--- src/rtl/core/ppmv_pkg.sv ---
// Shared types, sizes and helpers for the per-pixel running mean/variance block.
// No dependencies; all other files of the block but ppmv_ram use this package.
package ppmv_pkg;

  localparam int Pixels     = 4096;
  localparam int IdxW       = $clog2(Pixels);
  localparam int SampleBits = 16;
  localparam int PixW       = 16;
  localparam int CountW     = 16;
  localparam int SkipW      = 4;
  localparam int MeanW      = 24;
  localparam int SpreadW    = 64;
  localparam int FpW        = 32;
  localparam int DivW       = 64;
  localparam int DsW        = 32;
  localparam int RootW      = 32;
  localparam int MulW       = 2 * MeanW;
  localparam int FifoDepth  = 4;
  localparam int FifoPtrW   = $clog2(FifoDepth);
  localparam int FifoCntW   = $clog2(FifoDepth + 1);

  localparam logic [PixW-1:0]   PixMask   = PixW'((1 << SampleBits) - 1);
  localparam logic [CountW-1:0] CountMax  = '1;
  localparam logic [SkipW-1:0]  SkipReset = SkipW'(2);
  localparam logic [SkipW-1:0]  SkipMax   = '1;
  localparam logic [MeanW-1:0]  MeanMax   = '1;

  // One accepted pixel of an accumulated frame, as handed to the back end
  typedef struct packed {
    logic [PixW-1:0]   pix;
    logic              last;
    logic [CountW-1:0] n;
  } ppmv_op_t;

  typedef struct packed {
    logic [PixW-1:0]   capture_min;
    logic [PixW-1:0]   capture_max;
    logic [MeanW-1:0]  mean_average;
    logic [MeanW-1:0]  mean_min;
    logic [MeanW-1:0]  mean_max;
    logic [MeanW-1:0]  std_average;
    logic [MeanW-1:0]  std_min;
    logic [MeanW-1:0]  std_max;
    logic [CountW-1:0] frames_accumulated;
  } ppmv_res_t;

  function automatic logic [SpreadW-1:0] sat_add64(input logic [SpreadW-1:0] a,
                                                   input logic [SpreadW-1:0] b);
    logic [SpreadW:0] s;
    s = {1'b0, a} + {1'b0, b};
    return s[SpreadW] ? '1 : s[SpreadW-1:0];
  endfunction

  function automatic logic [MeanW-1:0] clamp24(input logic [DivW-1:0] v);
    return (v > DivW'(MeanMax)) ? MeanMax : v[MeanW-1:0];
  endfunction

endpackage

--- src/rtl/core/ppmv_pix_if.sv ---
// Pixel input channel: valid/ready handshake plus one pixel item.
// Depends on ppmv_pkg for field widths.
interface ppmv_pix_if;
  logic                      valid;
  logic                      ready;
  logic [ppmv_pkg::PixW-1:0] pixel_value;
  logic                      last_in_frame;
  logic                      start_over;

  modport source(output valid, pixel_value, last_in_frame, start_over, input ready);
  modport sink(input valid, pixel_value, last_in_frame, start_over, output ready);
endinterface

--- src/rtl/core/ppmv_cfg_if.sv ---
// Configuration write channel carrying the skip_frames register.
// Depends on ppmv_pkg for the register width.
interface ppmv_cfg_if;
  logic                       valid;
  logic                       ready;
  logic [ppmv_pkg::SkipW-1:0] skip_frames;

  modport source(output valid, skip_frames, input ready);
  modport sink(input valid, skip_frames, output ready);
endinterface

--- src/rtl/core/ppmv_front.sv ---
// Front end: accepts pixels and config writes, tracks frames, skip and restart.
// Depends on ppmv_pkg, ppmv_pix_if and ppmv_cfg_if.
module ppmv_front (
  input  logic               clk_i,
  input  logic               rst_ni,
  ppmv_pix_if.sink           pix_i,
  ppmv_cfg_if.sink           cfg_i,
  input  logic               q_full_i,
  output logic               push_o,
  output ppmv_pkg::ppmv_op_t op_o
);
  logic [ppmv_pkg::SkipW-1:0]  skip_q, skip_d, skipped_q, skipped_d;
  logic [ppmv_pkg::CountW-1:0] count_q, count_d, cnt_base, cnt_now;
  logic in_frame_q, in_frame_d, taken_q, taken_d, restart_q, restart_d;
  logic acc, start, taken_now;

  assign cfg_i.ready = 1'b1;
  assign pix_i.ready = !q_full_i;
  assign acc   = pix_i.valid && pix_i.ready;
  assign start = !in_frame_q;

  always_comb begin
    taken_now = start ? (skipped_q >= skip_q) : taken_q;
    cnt_base  = (start && (pix_i.start_over || restart_q)) ? '0 : count_q;
    cnt_now   = (start && taken_now && cnt_base < ppmv_pkg::CountMax) ?
                cnt_base + ppmv_pkg::CountW'(1) : cnt_base;

    skip_d     = skip_q;
    skipped_d  = skipped_q;
    count_d    = count_q;
    in_frame_d = in_frame_q;
    taken_d    = taken_q;
    restart_d  = restart_q;

    if (cfg_i.valid && cfg_i.ready) begin
      skip_d = cfg_i.skip_frames;
    end
    if (acc) begin
      count_d = cnt_now;
      taken_d = taken_now;
      if (start) begin
        in_frame_d = 1'b1;
        restart_d  = 1'b0;
      end else if (pix_i.start_over) begin
        restart_d = 1'b1;
      end
      if (pix_i.last_in_frame) begin
        in_frame_d = 1'b0;
        if (!taken_now && skipped_q < ppmv_pkg::SkipMax) begin
          skipped_d = skipped_q + ppmv_pkg::SkipW'(1);
        end
      end
    end
  end

  // Only pixels of accumulated frames go to the back end
  assign push_o    = acc && taken_now;
  assign op_o.pix  = pix_i.pixel_value & ppmv_pkg::PixMask;
  assign op_o.last = pix_i.last_in_frame;
  assign op_o.n    = cnt_now;

  always_ff @(posedge clk_i or negedge rst_ni) begin
    if (!rst_ni) begin
      skip_q     <= ppmv_pkg::SkipReset;
      skipped_q  <= '0;
      count_q    <= '0;
      in_frame_q <= 1'b0;
      taken_q    <= 1'b0;
      restart_q  <= 1'b0;
    end else begin
      skip_q     <= skip_d;
      skipped_q  <= skipped_d;
      count_q    <= count_d;
      in_frame_q <= in_frame_d;
      taken_q    <= taken_d;
      restart_q  <= restart_d;
    end
  end
endmodule

--- src/flat_wrapper.sv ---
// flat-port wrapper written by rule: the top's interface ports become plain ports
module ppmv_front_flat 
  (clk_i, rst_ni, q_full_i, push_o, op_o, pix_i_valid, pix_i_pixel_value, pix_i_last_in_frame, pix_i_start_over, pix_i_ready, cfg_i_valid, cfg_i_skip_frames, cfg_i_ready);
  ppmv_pix_if pix_i_i ();
  ppmv_cfg_if cfg_i_i ();
  input  logic clk_i;
  input  logic rst_ni;
  input  logic q_full_i;
  output logic push_o;
  output ppmv_pkg::ppmv_op_t op_o;
  input wire logic [$bits(pix_i_i.valid)-1:0] pix_i_valid;
  input wire logic [$bits(pix_i_i.pixel_value)-1:0] pix_i_pixel_value;
  input wire logic [$bits(pix_i_i.last_in_frame)-1:0] pix_i_last_in_frame;
  input wire logic [$bits(pix_i_i.start_over)-1:0] pix_i_start_over;
  output wire logic [$bits(pix_i_i.ready)-1:0] pix_i_ready;
  input wire logic [$bits(cfg_i_i.valid)-1:0] cfg_i_valid;
  input wire logic [$bits(cfg_i_i.skip_frames)-1:0] cfg_i_skip_frames;
  output wire logic [$bits(cfg_i_i.ready)-1:0] cfg_i_ready;
  assign pix_i_i.valid = pix_i_valid;
  assign pix_i_i.pixel_value = pix_i_pixel_value;
  assign pix_i_i.last_in_frame = pix_i_last_in_frame;
  assign pix_i_i.start_over = pix_i_start_over;
  assign pix_i_ready = pix_i_i.ready;
  assign cfg_i_i.valid = cfg_i_valid;
  assign cfg_i_i.skip_frames = cfg_i_skip_frames;
  assign cfg_i_ready = cfg_i_i.ready;
  ppmv_front u_core (.clk_i(clk_i), .rst_ni(rst_ni), .pix_i(pix_i_i), .cfg_i(cfg_i_i), .q_full_i(q_full_i), .push_o(push_o), .op_o(op_o));
endmodule
--- config.mk ---
export PLATFORM = sky130hd
export DESIGN_NAME = ppmv_front_flat
export DESIGN_NICKNAME = d
export VERILOG_FILES = /design/src/rtl/core/ppmv_pkg.sv /design/src/rtl/core/ppmv_pix_if.sv /design/src/rtl/core/ppmv_cfg_if.sv /design/src/rtl/core/ppmv_front.sv /design/src/flat_wrapper.sv
export SDC_FILE = /design/constraint.sdc
export NUM_CORES = 1
export LEC_CHECK = 0
export ABC_CLOCK_PERIOD_IN_PS = 4500
export BUFFER_PORTS_ARGS = -buffer_cell sky130_fd_sc_hd__buf_2
export CORE_ASPECT_RATIO = 0.75
export CORE_MARGIN = 1
export CORE_UTILIZATION = 30
export DETAILED_ROUTE_END_ITERATION = 8
export PLACE_DENSITY_LB_ADDON = 0.1
export SLEW_MARGIN = 20
export SYNTH_ARGS = -nofsm -noshare
export SYNTH_HDL_FRONTEND = slang
export SYNTH_SLANG_ARGS = --single-unit
--- constraint.sdc ---
create_clock -name clk_i -period 4.5 [get_ports clk_i]
set_input_delay 0.9 -clock clk_i [delete_from_list [all_inputs] [get_ports clk_i]]
set_output_delay 0.9 -clock clk_i [all_outputs]
set_load 0.01 [all_outputs]
==> reports/qor.csv <==
stage;metric;value;unit
status;status;finished clean;
setup_path;cp_max_fo;9;
synthesis;synth_top_area_frac;0.295;
clock_network;htree_levels;1;
timing;drv_slew;0;
timing;rsz0062_at_grt;no;
cells_and_area;fillers;750;
setup_path;critPathMaxStageDelay;0.40;ns
synthesis;synth_common_cells;33 x nand2_1, 26 x dfrtp_1, 20 x buf_4, 16 x nand3_1;
timing;worstMarginPinSlew;0.798;ns
setup_path;path_buf_inv;3;
power_and_ir_drop;powerDensity;340;nW/um^2
synthesis;ys_seq_area_frac;0.307;
setup_path;worstPathCellList;buf_2 -> o21bai_1 -> and2_1 -> ha_1 -> and4_4 -> nor3b_4 -> and4_1 -> buf_4 -> nor2_1 -> a21o_1 -> buf_2;
floorplanning;core;6960;um^2
setup_path;slowest_stage;o21bai_1;
drt;drt_iter0_drc;138;
timing;fin_crit;4.24;ns
floorplanning;dieArea;7690;um^2
synthesis;synthFlopType;dfrtp_1;
setup_path;r2r_cells;9;
synthesis;synth_top_area_cell;dfrtp_1;
placed_design;placed_area;2300;um^2
floorplanning;ios;63;
drt;dr_total_vias;1933;
floorplanning;die_y;76.2;um
timing;fin_crit_sh;0.942;
floorplanning;start_util;0.316;
setup_path;cp.depth;11;
placed_design;portBuffers;29;
cells_and_area;final_layout_size_suffix_gt1_frac;0.192;
clock_network;postCtsResizedCells;0;
cells_and_area;num_antenna_cells;0;
floorplanning;die_x;101;um
setup_path;worstSetupStartpointType;input pin;
min_path;hold_path_depth;2;
synthesis;synth.most_common_cell;nand2_1;
cells_and_area;nNetsFinal;305;
synthesis;syn_inst;262;
floorplanning;rows;26;
synthesis;synthDistinctLibCells;61;
drt;wl;5.80;mm
placed_design;gp_routability_congestion;0.821;
global_route;track_usage;0.156;
placed_design;dp_hpwl;4.19;mm
clock_network;clk_latency;0.28;ns
placed_design;place_inst;365;
setup_path;worstPathRequired;3.60;ns
global_route;grt_first_pass_wirelength;9.27;mm
synthesis;ys_async_sr_fraction;1.00;
clock_network;cts_sinks;27;
clock_network;clk_pin_slew;0.10;ns
clock_network;root_buffer;clkbuf_8;
flow_run;cap_violations;0;
drt;drc;0;
power_and_ir_drop;total_power;795;uW
clock_network;post_cts_buffers;0;
drt;ant_nets;0;
timing;finalSetupViolCount;0;
drt;vias_per_cell;5.24;
timing;hold_violations;0;
cells_and_area;final_core_util;0.336;
synthesis;ys_ff_latch;27;
synthesis;yosys-top-cells-area;dfrtp_1 30%, buf_4 6.8%, nand2_1 5.6%, nand3_1 3.6%, ha_1 3.4%;
setup_path;critical_path.top_delay_family;simple AND/OR/NAND/NOR gates;
global_route;grt-ovfl-total;0;
power_and_ir_drop;leakagePower;1.00;nW
synthesis;syn-num-nets;295;
setup_path;endpoint_kind;output port;
power_and_ir_drop;peakVddDrop;0.145;mV
synthesis;synth.cell_area;2200;um^2
clock_network;cts_hold_buf;0;
timing;maxClockFrequency;236;MHz
global_route;grt_max_degree;28;
cells_and_area;syn2layout_area_growth;6.31;%
setup_path;cp_common_cell;buf_2;
synthesis;synth_edf_count;0;
clock_network;ctsLongestPathBuffers;2;
setup_path;crit_arrival;3.34;ns
global_route;antenna_found_initial;0;
min_path;holdCritPathClass;reg -> reg;
timing;slew_headroom;0.467;
clock_network;numCtsBuffers;3;
drt;dr.pass1.iters;4;
synthesis;ys_warn_count;0;
timing;tns;0;ns
clock_network;cts_tree;done;
drt;post_drt_wl_per_cell;15.7;um
cells_and_area;finalInstanceArea;2340;um^2
cells_and_area;stdcell_count;369;
setup_path;critPathKind;in -> out;
synthesis;syn_area_per_cell;8.41;um^2
global_route;grt_pass1_vias;1727;
timing;clock_skew;0.00376;ns
## routing by layer
layer  track usage  part of all wire  vias up
met4        0.0232            0.0047        0
li1              -                 -      959
met2         0.217              0.40       62
met3        0.0312             0.056        4
met1         0.246              0.54      908
met5             0                 0        -
## power by group
group          total [mW]  internal, mW  switching, mW  leakage (nW)
registers           0.331         0.282         0.0490         0.337
clock network       0.150        0.0638         0.0866        0.0228
logic               0.313         0.132          0.182         0.644
total               0.795         0.478          0.317          1.00
## placed cells by master, fill, tap and decap left out, types with 2 or more instances in the layout
cell / synthesis / layout
and2_1: 4 / 4
nor3_1: 2 / 2
a21o_1: 3 / 3
ha_1: 6 / 6
nand4_1: 12 / 12
clkbuf_8: 0 / 3
nand2b_1: 3 / 3
a21boi_0: 2 / 2
o21ai_0: 14 / 14
mux2i_1: 2 / 2
nand2_1: 33 / 33
inv_1: 8 / 8
nor4_1: 5 / 5
o211ai_1: 4 / 4
and3_1: 6 / 6
mux2_2: 2 / 2
or3_1: 5 / 5
or4_1: 5 / 5
nor2b_1: 3 / 3
and4_1: 2 / 2
xnor2_1: 6 / 6
nor4b_1: 3 / 3
nor2_1: 14 / 14
a221o_1: 2 / 2
buf_4: 20 / 9
o21ai_1: 2 / 2
buf_2: 3 / 29
a21oi_1: 8 / 8
dfrtp_1: 26 / 26
a32oi_1: 3 / 3
nand3_1: 16 / 16
## through the flow
stage | hold slack [ns] | worst slack (ns)
finish | 0.521 | 0.263
global route | 0.544 | 0.00658
CTS | 0.528 | 0.265
detailed placement | 0.503 | 0.284
global placement | 0.490 | 0.340
floorplan | 0.473 | 0.721
## sequential cells by signal (all words and copies together) (netlist names)
signal / cells
u_core.restart_q: 1
u_core.skip_q: 4
u_core.count_q: 16
u_core.taken_q: 1
u_core.skipped_q: 4
u_core.in_frame_q: 1
## logic make-up (layout without fill, tap and decap cells)
kind of cell | after synthesis | after routing | share of synthesized area
buffers and inverters | 41 | 50 | 0.123
and+or+nand+nor | 123 | 123 | 0.318
xor gates and xnor gates | 7 | 7 | 0.0278
AOI/OAI and AO/OA | 53 | 53 | 0.169
DFF | 27 | 27 | 0.307
muxes | 4 | 4 | 0.0193
other | 1 | 1 | 0.00170
adders and majority gates | 6 | 6 | 0.0341
## layout make-up
class,instances,area [um^2],share of cell area
clock buffer,4,45.0,0.0192
inverter,8,30.0,0.0128
multi-input combinational,194,1250,0.536
sequential,27,677,0.289
tap,98,123,0.0524
timing repair buffer,38,213,0.0909
## worst register-to-register path, stage by stage, from the launching register on
cell	delay (ns)
dfrtp_1	0.48
o21bai_1	0.30
and2_1	0.24
ha_1	0.21
and4_4	0.20
nor3b_4	0.16
and4_1	0.28
buf_4	0.20
or3_1	0.34
a311o_1	0.35
## worst paths after layout
kind	to	slack, ns	startpoint
worst min-delay path	u_core.taken_q$_DFFE_PN0P_	0.52	u_core.taken_q$_DFFE_PN0P_
worst max-delay path	op_o[1]	0.26	pix_i_start_over
max in group asynchronous	u_core.skip_q[0]$_DFFE_PN0P_	3.44	rst_ni
min in group asynchronous	u_core.count_q[12]$_DFFE_PN0P_	0.63	rst_ni
worst min register to register	u_core.taken_q$_DFFE_PN0P_	0.52	u_core.taken_q$_DFFE_PN0P_
worst max register to register	u_core.count_q[4]$_DFFE_PN0P_	1.64	u_core.in_frame_q$_DFFE_PN0P_
No activity file was read; power rests on OpenSTA's default activity.
