===== src/rtl/core/ppmv_pkg.sv =====
// Shared types, sizes and helpers for the per-pixel running mean/variance block.
// No dependencies; all other files of the block but ppmv_ram use this package.
package ppmv_pkg;

  localparam int Pixels     = 4096;
  localparam int IdxW       = $clog2(Pixels);
  localparam int SampleBits = 16;
  localparam int PixW       = 16;
  localparam int CountW     = 16;
  localparam int SkipW      = 4;
  localparam int MeanW      = 24;
  localparam int SpreadW    = 64;
  localparam int FpW        = 32;
  localparam int DivW       = 64;
  localparam int DsW        = 32;
  localparam int RootW      = 32;
  localparam int MulW       = 2 * MeanW;
  localparam int FifoDepth  = 4;
  localparam int FifoPtrW   = $clog2(FifoDepth);
  localparam int FifoCntW   = $clog2(FifoDepth + 1);

  localparam logic [PixW-1:0]   PixMask   = PixW'((1 << SampleBits) - 1);
  localparam logic [CountW-1:0] CountMax  = '1;
  localparam logic [SkipW-1:0]  SkipReset = SkipW'(2);
  localparam logic [SkipW-1:0]  SkipMax   = '1;
  localparam logic [MeanW-1:0]  MeanMax   = '1;

  // One accepted pixel of an accumulated frame, as handed to the back end
  typedef struct packed {
    logic [PixW-1:0]   pix;
    logic              last;
    logic [CountW-1:0] n;
  } ppmv_op_t;

  typedef struct packed {
    logic [PixW-1:0]   capture_min;
    logic [PixW-1:0]   capture_max;
    logic [MeanW-1:0]  mean_average;
    logic [MeanW-1:0]  mean_min;
    logic [MeanW-1:0]  mean_max;
    logic [MeanW-1:0]  std_average;
    logic [MeanW-1:0]  std_min;
    logic [MeanW-1:0]  std_max;
    logic [CountW-1:0] frames_accumulated;
  } ppmv_res_t;

  function automatic logic [SpreadW-1:0] sat_add64(input logic [SpreadW-1:0] a,
                                                   input logic [SpreadW-1:0] b);
    logic [SpreadW:0] s;
    s = {1'b0, a} + {1'b0, b};
    return s[SpreadW] ? '1 : s[SpreadW-1:0];
  endfunction

  function automatic logic [MeanW-1:0] clamp24(input logic [DivW-1:0] v);
    return (v > DivW'(MeanMax)) ? MeanMax : v[MeanW-1:0];
  endfunction

endpackage


===== src/rtl/core/ppmv_fifo.sv =====
// Short first-word-fall-through queue between the front and back ends.
// Depends on ppmv_pkg.
module ppmv_fifo (
  input  logic               clk_i,
  input  logic               rst_ni,
  input  logic               push_i,
  input  ppmv_pkg::ppmv_op_t din_i,
  output logic               full_o,
  input  logic               pop_i,
  output ppmv_pkg::ppmv_op_t dout_o,
  output logic               empty_o
);
  ppmv_pkg::ppmv_op_t               buf_q [ppmv_pkg::FifoDepth];
  logic [ppmv_pkg::FifoPtrW-1:0]    wptr_q, rptr_q;
  logic [ppmv_pkg::FifoCntW-1:0]    cnt_q;

  assign full_o  = cnt_q == ppmv_pkg::FifoCntW'(ppmv_pkg::FifoDepth);
  assign empty_o = cnt_q == '0;
  assign dout_o  = buf_q[rptr_q];

  always_ff @(posedge clk_i) begin
    if (push_i) begin
      buf_q[wptr_q] <= din_i;
    end
  end

  always_ff @(posedge clk_i or negedge rst_ni) begin
    if (!rst_ni) begin
      wptr_q <= '0;
      rptr_q <= '0;
      cnt_q  <= '0;
    end else begin
      if (push_i) begin
        wptr_q <= wptr_q + ppmv_pkg::FifoPtrW'(1);
      end
      if (pop_i) begin
        rptr_q <= rptr_q + ppmv_pkg::FifoPtrW'(1);
      end
      if (push_i && !pop_i) begin
        cnt_q <= cnt_q + ppmv_pkg::FifoCntW'(1);
      end else if (pop_i && !push_i) begin
        cnt_q <= cnt_q - ppmv_pkg::FifoCntW'(1);
      end
    end
  end
endmodule


===== config.mk =====
export PLATFORM = sky130hd
export DESIGN_NAME = ppmv_fifo
export DESIGN_NICKNAME = d
export VERILOG_FILES = /design/src/rtl/core/ppmv_pkg.sv /design/src/rtl/core/ppmv_fifo.sv
export SDC_FILE = /design/constraint.sdc
export NUM_CORES = 1
export LEC_CHECK = 0
export ABC_AREA = 1
export BUFFER_PORTS_ARGS = -buffer_cell sky130_fd_sc_hd__clkbuf_2
export CORE_MARGIN = 4
export CORE_UTILIZATION = 54
export CTS_BUF_LIST = sky130_fd_sc_hd__clkbuf_8
export CTS_CLUSTER_DIAMETER = 40
export CTS_CLUSTER_SIZE = 30
export DETAILED_ROUTE_END_ITERATION = 16
export PLACE_DENSITY = 0.75
export SYNTH_ARGS = -nofsm -noshare
export SYNTH_HDL_FRONTEND = slang
export SYNTH_SLANG_ARGS = --single-unit

===== constraint.sdc =====
create_clock -name clk_i -period 2.45 [get_ports clk_i]
set_clock_uncertainty 0.05 [all_clocks]
set_input_delay 0.49 -clock clk_i [delete_from_list [all_inputs] [get_ports clk_i]]
set_output_delay 0.49 -clock clk_i [all_outputs]
set_load 0.01 [all_outputs]

==> results of run 1 <==
==> how the worst max path moves through the flow <==
stage | from | end | slack [ns] | cells past startpoint
global route | rptr_q[1]$_DFFE_PN0P_ | dout_o[31] | 0.06 | 5
global placement | rptr_q[0]$_DFFE_PN0P_ | dout_o[11] | 0.51 | 5
detailed placement | rptr_q[0]$_DFFE_PN0P_ | dout_o[8] | 0.48 | 5
floorplan | push_i | buf_q[0][0]$_DFFE_PP_ | 0.58 | 3
CTS | rptr_q[0]$_DFFE_PN0P_ | dout_o[8] | 0.02 | 5
finish | rptr_q[1]$_DFFE_PN0P_ | dout_o[31] | 0.15 | 5
==> layout by cell type, fill, tap and decap left out <==
cell type,count
xor2_1,3
clkinv_1,5
dfrtp_1,6
dlygate4sd3_1,1
o211ai_2,33
fa_1,1
inv_6,2
dfrtp_4,1
ha_1,5
buf_12,5
inv_1,74
clkinv_2,1
buf_4,8
o21ai_1,1
nand2_1,92
clkbuf_2,71
nand3_1,1
buf_16,1
nand4_1,1
clkbuf_8,17
nand2_2,20
o211ai_1,33
inv_2,1
clkinvlp_4,3
xnor2_1,1
edfxtp_1,132
bufinv_16,4
nor3_1,2
clkinv_4,3
==> worst max-delay path, stage by stage, from the launching register on <==
cell	delay, ns
dfrtp_1	0.37
clkinv_2	0.32
buf_4	0.32
o211ai_2	0.08
nand2_1	0.10
clkbuf_2	0.14
==> logic make-up after synthesis <==
group,Yosys count
xor+xnor,4
flops,139
simple gates,116
fa+ha+maj,6
compound gates,67
buf+inv,101
==> stage by stage <==
step	setup slack, ns	hold WS, ns	util, %
finish	0.1546	0.2310	65.63
CTS	0.01589	0.2166	65.37
floorplan	0.5805	0.1444	-
detailed placement	0.4757	0.2982	61.15
global route	0.06471	0.2095	65.63
global placement	0.5075	0.2918	61.15
==> power groups by stage <==
stage	Sequential [mW]	Clock, mW	Combinational, mW
2_1_floorplan	3.29	0	2.12
3_3_place_gp	3.42	0	2.85
3_5_place_dp	3.45	0	2.92
4_1_cts	3.40	1.99	2.94
5_1_grt	3.39	2.11	3.30
6_report	3.35	1.96	2.99
==> repair_timing <==
action	4_1_cts	5_1_grt
endpoints found under the setup margin	0	27
hold buffers	1	0
setup buffers	0	1
gates resized for setup	0	0
hold endpoints to repair	7	0
==> cell type report <==
cell class                      count  area [µm²]
Clock inverter                     15       197.7
Clock buffer                       17       234.0
Timing Repair Buffer               86       553.0
Inverter                           78       294.0
Fill cell                         777        3596
Sequential cell                   139        4143
Multi-Input combinational cell    193        1275
Tap cell                          136       170.2
==> sequential cells by signal, indices dropped and copies added, names as in the netlist <==
register,cells
rptr_q,2
buf_q,132
wptr_q,2
cnt_q,3
==> metal layers <==
layer / GRT usage (%) / routed length [µm]
met1: 21.71 / 4279
met2: 29.52 / 5474
met3: 4.636 / 563
met4: 6.170 / 182
met5: 0 / 0
==> run_results.csv, run 1 <==
group,metric,value,unit
clock_tree,numCtsBuffers,17,
route,first_pass_iters,4,
worst_setup_path,path_class,"reg -> out",
floorplanning,die_y,112.4,µm
worst_setup_path,critPathRequiredTime,1.91,ns
synth,synth_xor_area_share,0.5955,%
floorplanning,die-area,12630,µm²
synth,ys_types,21,
route,drtIter0Drc,203,
synth,ys_warn_count,0,
sta,fin_crit_sh,93.69,%
placed_design,portBuffers,71,
synth,synth_ff_type,"edfxtp_1",
global_routing,grt_overflow,0,
min_path,whs_path_depth,1,
power_and_ir_drop,p_sw,2.922,mW
synth,ys_async_sr_fraction,5.036,%
finish,drive_above_1_share,32.20,%
worst_setup_path,end_kind,"primary output",
floorplanning,die_w,112.4,µm
min_path,min_path_type,"in -> reg",
synth,yosysMostFrequentCell,"edfxtp_1",
sta,slew-limit-headroom,62.31,%
worst_setup_path,r2r_setup_slack,0.63,ns
route,route.vias.total,3398,
placed_design,globalplace.congestion,0.7099,
synth,synth_common_cells,"edfxtp_1 (132), nand2_1 (92), inv_1 (77), o211ai_1 (33), o211ai_2 (33)",
floorplanning,row_count,37,
power_and_ir_drop,pwr-share-comb,36.0,%
synth,syn-cell-area,5883,µm²
min_path,worstHoldEndpoint,"buf_q[2][10]$_DFFE_PP_",
placed_design,dp_cells,630,
power_and_ir_drop,internal_power,5.376,mW
worst_setup_path,cp.arrival,1.76,ns
finish,num_antenna_cells,0,
route,antenna_left,0,
power_and_ir_drop,power.total,8.298,mW
clock_tree,cts-root-buf,"clkbuf_8",
route,drcViolationCount,0,
floorplanning,io_pins,72,
sta,rsz0062_at_grt,"false",
placed_design,dp_hpwl,6.662,mm
clock_tree,cts_tree,"yes",
power_and_ir_drop,switching_share,35.22,%
synth,yosys.area_share.simple,8.358,%
global_routing,grt_pass1_wl,17.12,mm
synth,synth_edf_count,132,
synth,ys_seq_elements,139,
global_routing,antenna_found_initial,0,
clock_tree,cts.sinks,139,
worst_setup_path,cp_max_fo,15,
clock_tree,cts.clk_slew.worst_paths,0.08,ns
clock_tree,htreeDepth,4,
synth,synth_top_area_share,67.38,%
sta,period_needed,2.295,ns
sta,slew_violations,0,
global_routing,grt_start_max_net_pins,43,
finish,nets,558,
finish,fin_area,6867,µm²
clock_tree,cts_max_path_buffers,2,
sta,tns,0,ns
route,drt-total-wl,10.50,mm
power_and_ir_drop,max-vdd-ir-drop,0.7326,mV
synth,synthAdderAreaFrac,1.404,%
power_and_ir_drop,power_per_cell_area,1208,nW/µm²
sta,hold_viol,0,
global_routing,grtUsageTotal,17.41,%
synth,synth_area_per_cell,13.59,µm²
placed_design,place_area,6397,µm²
power_and_ir_drop,power.leakage,2.839,nW
sta,fmax,435.6,MHz
finish,area_growth,16.72,%
worst_setup_path,r2r_cells,4,
synth,synthMuxAreaShare,0,%
global_routing,grt_pass1_vias,3468,
sta,finalSetupViolCount,0,
synth,syn_nets,476,
flow_run,maxCapViolCount,0,
floorplanning,initial_core_util,56.23,%
power_and_ir_drop,pwr-share-clk,23.7,%
status,status,"completed",
finish,final_cells,664,
worst_setup_path,start_kind,"flip-flop",
synth,yosys-top-cells-area,"edfxtp_1 (67%), o211ai_2 (7.0%), nand2_1 (5.9%)",
worst_setup_path,reg2reg_to,"buf_q[1][31]$_DFFE_PP_",
power_and_ir_drop,seq_power_share,40.3,%
synth,yosysTopAreaCell,"edfxtp_1",
synth,synth_compound_area_share,11.31,%
floorplanning,core-area,10460,µm²
worst_setup_path,r2r_start,"wptr_q[0]$_DFFE_PN0P_",
clock_tree,clk_latency,0.41,ns
route,wl_per_cell,15.81,µm
synth,synth_seq_area_share,70.35,%
synth,synth_top_family_by_area,"compound AO/OA/AOI/OAI gates",
min_path,holdCritStartpoint,"din_i[10]",
synth,syn_inst,433,
sta,tightest_slew,0.5618,ns
route,avgViaCountPerCell,5.117,
No activity file was read; power rests on OpenSTA's default activity.
==> inputs of run 2 (changes only) <==
--- a/config.mk
+++ b/config.mk
@@ -7,13 +7,16 @@
 export LEC_CHECK = 0
 export ABC_AREA = 1
 export BUFFER_PORTS_ARGS = -buffer_cell sky130_fd_sc_hd__clkbuf_2
+export CELL_PAD_IN_SITES_DETAIL_PLACEMENT = 0
+export CELL_PAD_IN_SITES_GLOBAL_PLACEMENT = 2
 export CORE_MARGIN = 4
-export CORE_UTILIZATION = 54
+export CORE_UTILIZATION = 42
 export CTS_BUF_LIST = sky130_fd_sc_hd__clkbuf_8
 export CTS_CLUSTER_DIAMETER = 40
 export CTS_CLUSTER_SIZE = 30
 export DETAILED_ROUTE_END_ITERATION = 16
-export PLACE_DENSITY = 0.75
+export PLACE_DENSITY_LB_ADDON = 0.1
+export RECOVER_POWER = 100
 export SYNTH_ARGS = -nofsm -noshare
 export SYNTH_HDL_FRONTEND = slang
 export SYNTH_SLANG_ARGS = --single-unit
==> run 2 against run 1 <==
Net effect: flip-flop and latch count unchanged; sequential share of layout area is 1.6 points higher; routed wire length is 4.0% higher; hold slack got worse by 0.0048 ns; die area grew 26%; setup slack lost 0.019 ns; sequential power hardly changed; critical path type unchanged.
==> run_results.csv, run 2 (same netlist as run 1, synthesis figures left out) <==
group,metric,value,unit
finish,nets,555,
placed_design,portBuffers,71,
finish,num_antenna_cells,0,
flow_run,maxCapViolCount,0,
worst_setup_path,end_kind,"primary output",
power_and_ir_drop,power.leakage,2.602,nW
route,avgViaCountPerCell,4.664,
clock_tree,cts-root-buf,"clkbuf_8",
min_path,min_path_type,"in -> reg",
sta,fin_crit_sh,94.47,%
global_routing,antenna_found_initial,0,
power_and_ir_drop,switching_share,36.35,%
worst_setup_path,start_kind,"flip-flop",
clock_tree,clk_latency,0.42,ns
floorplanning,die_w,126.4,µm
global_routing,grtUsageTotal,14.09,%
finish,utilization,49.70,%
finish,layout_common_cells,"edfxtp_1 (132), nand2_1 (96), inv_1 (75), clkbuf_1 (58), o211ai_1 (34)",
route,first_pass_iters,4,
placed_design,dp_hpwl,6.578,mm
finish,largest_reg_flops,132,
clock_tree,cts_tree,"yes",
power_and_ir_drop,internal_power,4.993,mW
power_and_ir_drop,max-vdd-ir-drop,0.4633,mV
sta,hold_viol,0,
finish,largest_register,"buf_q",
clock_tree,cts.sinks,139,
sta,tns,0,ns
finish,drive_above_1_share,18.74,%
floorplanning,row_count,42,
floorplanning,core-area,13450,µm²
sta,finalSetupViolCount,0,
global_routing,grt_start_max_net_pins,67,
power_and_ir_drop,seq_power_share,42.7,%
status,status,"completed",
power_and_ir_drop,p_sw,2.851,mW
global_routing,grt_overflow,0,
worst_setup_path,cp.arrival,1.77,ns
placed_design,globalplace.congestion,0.6950,
route,route.vias.total,3260,
floorplanning,die_y,126.4,µm
route,drt-total-wl,10.92,mm
route,drcViolationCount,0,
sta,rsz0062_at_grt,"false",
route,wl_per_cell,15.62,µm
global_routing,grt_pass1_vias,3243,
placed_design,dp_cells,667,
worst_setup_path,path_class,"reg -> out",
floorplanning,die-area,15970,µm²
finish,area_growth,13.65,%
sta,period_needed,2.314,ns
sta,slew-limit-headroom,34.60,%
power_and_ir_drop,pwr-share-clk,20.9,%
route,antenna_left,0,
clock_tree,numCtsBuffers,17,
clock_tree,cts.clk_slew.worst_paths,0.06,ns
worst_setup_path,cp_max_fo,33,
floorplanning,initial_core_util,43.73,%
floorplanning,io_pins,72,
finish,reg_top3,"buf_q: 132 flops, cnt_q: 3 flops",
sta,slew_violations,0,
sta,fmax,432.1,MHz
worst_setup_path,critPathRequiredTime,1.91,ns
placed_design,place_area,6437,µm²
finish,layout_commonest_cell,"edfxtp_1",
power_and_ir_drop,power_per_cell_area,1173,nW/µm²
finish,fin_area,6686,µm²
clock_tree,htreeDepth,4,
finish,final_cells,699,
sta,tightest_slew,0.9810,ns
clock_tree,cts_max_path_buffers,2,
route,drtIter0Drc,179,
power_and_ir_drop,pwr-share-comb,36.3,%
worst_setup_path,r2r_setup_slack,0.31,ns
global_routing,grt_pass1_wl,17.26,mm
[run 2: cell types whose count changed in the layout (fill, tap and decap cells not counted), moves of 2 or more]
cell,change
buf_12,-3
buf_4,-6
bufinv_16,-2
clkbuf_1,+58
clkbuf_2,-54
clkinv_1,+3
clkinv_2,+2
clkinv_4,-3
inv_6,-2
nand2_1,+4
nand2_2,-4
[run 2: power by group through the flow]
stage	sequential [mW]	clock (mW)	combinational, mW
final	3.35	1.64	2.85
after global placement	3.36	0	3.00
after floorplan	3.29	0	2.12
after global routing	3.40	1.81	3.20
after CTS	3.33	1.70	3.03
after detailed placement	3.38	0	3.03
[run 2: final timing paths]
check	endpoint	start	depth (start not counted)
setup reg to reg	buf_q[0][8]$_DFFE_PP_	wptr_q[0]$_DFFE_PN0P_	5
hold / removal	rptr_q[0]$_DFFE_PN0P_	pop_i	2
hold reg to reg	cnt_q[2]$_DFFE_PN0P_	cnt_q[2]$_DFFE_PN0P_	2
max in group asynchronous	rptr_q[0]$_DFFE_PN0P_	rst_ni	2
min in group asynchronous	cnt_q[2]$_DFFE_PN0P_	rst_ni	2
setup / recovery	dout_o[15]	rptr_q[0]$_DFFE_PN0P_	4
[run 2: layout make-up]
cell class,instances,area (µm²)
clock inverter,13,112.6
clock buffer,17,234.0
multi-input combinational,193,1260
fill,1242,6766
tap,176,220.2
inverter,78,295.3
timing repair buffer,83,421.7
sequential,139,4143
[run 2: critical path, stage by stage, from the launching register on]
cell      delay [ns]
dfrtp_4         0.62
buf_8           0.33
o211ai_1        0.14
nand2_1         0.10
clkbuf_1        0.15
[run 2: what timing repair did]
item / in CTS / in global routing
endpoints found under the hold margin: 7 / 0
setup endpoints to repair: 0 / 8
hold buffers: 1 / 0
buffers inserted: 0 / 0
resized for setup: 0 / 3
[run 2: routing by layer]
| layer | track usage (%) | part of all wire, % | wire length [µm] |
|---|---|---|---|
| met3 | 4.288 | 4.2 | 454 |
| met2 | 22.14 | 47 | 5171 |
| met1 | 18.37 | 47 | 5122 |
| met5 | 0 | 0 | 0 |
| met4 | 5.678 | 1.5 | 167 |
[run 2: metrics by stage]
step | total power [mW] | hold slack [ns] | worst slack, ns
2_1_floorplan | 5.418 | 0.1444 | 0.5805
3_3_place_gp | 6.368 | 0.2845 | 0.5387
3_5_place_dp | 6.411 | 0.2871 | 0.5298
4_1_cts | 8.068 | 0.1943 | 0.06515
5_1_grt | 8.416 | 0.2024 | 0.008749
6_report | 7.844 | 0.2263 | 0.1355
==> inputs of run 3 (changes only) <==
--- a/config.mk
+++ b/config.mk
@@ -17,6 +17,7 @@
 export DETAILED_ROUTE_END_ITERATION = 16
 export PLACE_DENSITY_LB_ADDON = 0.1
 export RECOVER_POWER = 100
+export REMOVE_ABC_BUFFERS = 1
 export SYNTH_ARGS = -nofsm -noshare
 export SYNTH_HDL_FRONTEND = slang
 export SYNTH_SLANG_ARGS = --single-unit
==> run 3 against run 2 <==
Net effect: count of clock-buffer cells in the layout unchanged; die area unchanged; largest power group unchanged; design area down 0.21%; total power fell by 0.67%; sequential power is essentially flat; core utilization down 0.10 points; hold slack gained 0.0057 ns; non-clock buffer count increased by 4; clock power hardly changed; flip-flop and latch count did not move; routed wire length rose by 0.95%; sequential share of layout area is 0.13 points higher.
==> run_results.csv, run 3 (same netlist as run 1, synthesis figures left out) <==
group,metric,value,unit
power_and_ir_drop,p_sw,2.859,mW
clock_tree,numCtsBuffers,17,
finish,area.sequential,4143,µm²
worst_setup_path,cpMostUsedCell,"nand2_1",
power_and_ir_drop,power.total,7.791,mW
floorplanning,io_pins,72,
worst_setup_path,path_cells,"buf_4 -> nand2_1 -> o211ai_1 -> nand2_1 -> clkbuf_2",
power_and_ir_drop,max-vdd-ir-drop,0.5449,mV
finish,largest_register,"buf_q",
sta,rsz0062_at_grt,"false",
worst_setup_path,r2r_start,"wptr_q[0]$_DFFE_PN0P_",
sta,fmax,436.3,MHz
global_routing,grt_overflow,0,
global_routing,grtUsageTotal,14.69,%
sta,fin_crit_sh,93.55,%
worst_setup_path,path_class,"reg -> out",
sta,hold_viol,0,
route,drt-total-wl,11.02,mm
sta,setup_ws,0.1581,ns
placed_design,portBuffers,71,
worst_setup_path,critPathRequiredTime,1.91,ns
route,drtIter0Drc,194,
status,status,"completed",
min_path,whs_path_depth,2,
finish,reg_top3,"buf_q: 132 flops, cnt_q: 3 flops",
worst_setup_path,cp.arrival,1.75,ns
sta,tns,0,ns
worst_setup_path,reg2reg_to,"buf_q[0][29]$_DFFE_PP_",
sta,tightest_slew,1.230,ns
sta,slew-limit-headroom,18.00,%
finish,fin_area,6673,µm²
route,first_pass_iters,4,
global_routing,antenna_found_initial,0,
clock_tree,cts-root-buf,"clkbuf_8",
floorplanning,initial_core_util,43.73,%
min_path,holdCritStartpoint,"pop_i",
finish,fillCellCount,1260,
clock_tree,cts_tree,"yes",
floorplanning,die-area,15970,µm²
sta,period_needed,2.292,ns
power_and_ir_drop,internal_power,4.932,mW
worst_setup_path,slowest_delay,0.55,ns
clock_tree,cts.clk_slew.worst_paths,0.07,ns
floorplanning,die_y,126.4,µm
finish,largest_reg_flops,132,
floorplanning,row_count,42,
worst_setup_path,critical_path.slowest_cell,"dfrtp_4",
worst_setup_path,start_kind,"flip-flop",
finish,multi_input_area,1275,µm²
worst_setup_path,critPathBufInv,2,
route,drcViolationCount,0,
clock_tree,htreeDepth,4,
placed_design,place_area,6437,µm²
min_path,min_path_type,"in -> reg",
placed_design,dp_hpwl,6.994,mm
sta,finalSetupViolCount,0,
power_and_ir_drop,pwr-share-comb,35.9,%
sta,holdWs,0.2320,ns
finish,layout_common_cells,"edfxtp_1 (132), nand2_1 (92), inv_1 (76), clkbuf_1 (73)",
worst_setup_path,r2r_setup_slack,0.36,ns
sta,slew_violations,0,
clock_tree,clk_latency,0.43,ns
clock_tree,cts.sinks,139,
clock_tree,cts_setup_buffers,0,
finish,drive_above_1_share,17.23,%
worst_setup_path,cp_max_fo,26,
floorplanning,die_w,126.4,µm
placed_design,dp_cells,672,
placed_design,globalplace.congestion,0.7018,
power_and_ir_drop,power_per_cell_area,1168,nW/µm²
worst_setup_path,r2r_cells,5,
finish,utilization,49.60,%
route,route.vias.total,3346,
clock_tree,cts_max_path_buffers,2,
placed_design,dp_worst_setup_slack,0.6006,ns
min_path,worstHoldEndpoint,"rptr_q[0]$_DFFE_PN0P_",
power_and_ir_drop,seq_power_share,42.8,%
finish,final_cells,704,
global_routing,grt_pass1_vias,3432,
power_and_ir_drop,switching_share,36.69,%
global_routing,grt_start_max_net_pins,57,
worst_setup_path,end_kind,"primary output",
finish,layout_commonest_cell,"edfxtp_1",
worst_setup_path,cp_top_family,"flip-flops",
finish,area_growth,13.42,%
power_and_ir_drop,pwr-share-clk,21.4,%
route,avgViaCountPerCell,4.753,
route,antenna_left,0,
route,wl_per_cell,15.65,µm
finish,num_antenna_cells,0,
flow_run,maxCapViolCount,0,
global_routing,grt_pass1_wl,17.94,mm
floorplanning,core-area,13450,µm²
power_and_ir_drop,power.leakage,2.567,nW
finish,nets,559,
## run 3: power by group through the flow
stage / Combinational (mW) / Sequential (mW) / Clock (mW)
after floorplan: 1.51 / 3.59 / 0
after global placement: 3.00 / 3.36 / 0
after detailed placement: 3.03 / 3.38 / 0
after CTS: 3.04 / 3.33 / 1.72
after global routing: 3.15 / 3.38 / 1.83
final: 2.80 / 3.33 / 1.66
## run 3: repair_timing
action                    4_1_cts  5_1_grt
hold buffers                    1        0
gates resized for setup         0        0
hold endpoints to repair        7        0
## run 3: cell type report
class / count / area share, %
Tap cell: 176 / 3.300
Multi-Input combinational cell: 193 / 19.11
Inverter: 78 / 4.407
Sequential cell: 139 / 62.09
Clock buffer: 17 / 3.506
Clock inverter: 14 / 1.725
Timing Repair Buffer: 87 / 5.869
## run 3: per-layer routing
| layer | share of wire (%) | track usage [%] | vias to the layer above | routed length (µm) |
|---|---|---|---|---|
| li1 | - | - | 1653 | - |
| met5 | 0 | 0 | - | 0 |
| met3 | 4.2 | 4.540 | 20 | 468 |
| met1 | 45 | 18.09 | 1606 | 4917 |
| met2 | 49 | 23.88 | 67 | 5394 |
| met4 | 2.2 | 6.625 | 0 | 238 |
## run 3: worst reg2reg max path, cell delays in order (launching register included)
cell	delay, ns
dfrtp_1	0.42
inv_1	0.10
ha_1	0.14
nand2_1	0.05
clkinv_1	0.07
clkbuf_1	0.87
## run 3: worst max-delay path by stage
stage,startpoint,endpoint,depth (start not counted)
2_1_floorplan,rptr_q[0]$_DFFE_PN0P_,dout_o[0],2
3_3_place_gp,rptr_q[0]$_DFFE_PN0P_,dout_o[30],5
3_5_place_dp,rptr_q[0]$_DFFE_PN0P_,dout_o[30],5
4_1_cts,rptr_q[0]$_DFFE_PN0P_,dout_o[19],5
5_1_grt,rptr_q[0]$_DFFE_PN0P_,dout_o[19],5
6_report,rptr_q[0]$_DFFE_PN0P_,dout_o[19],5
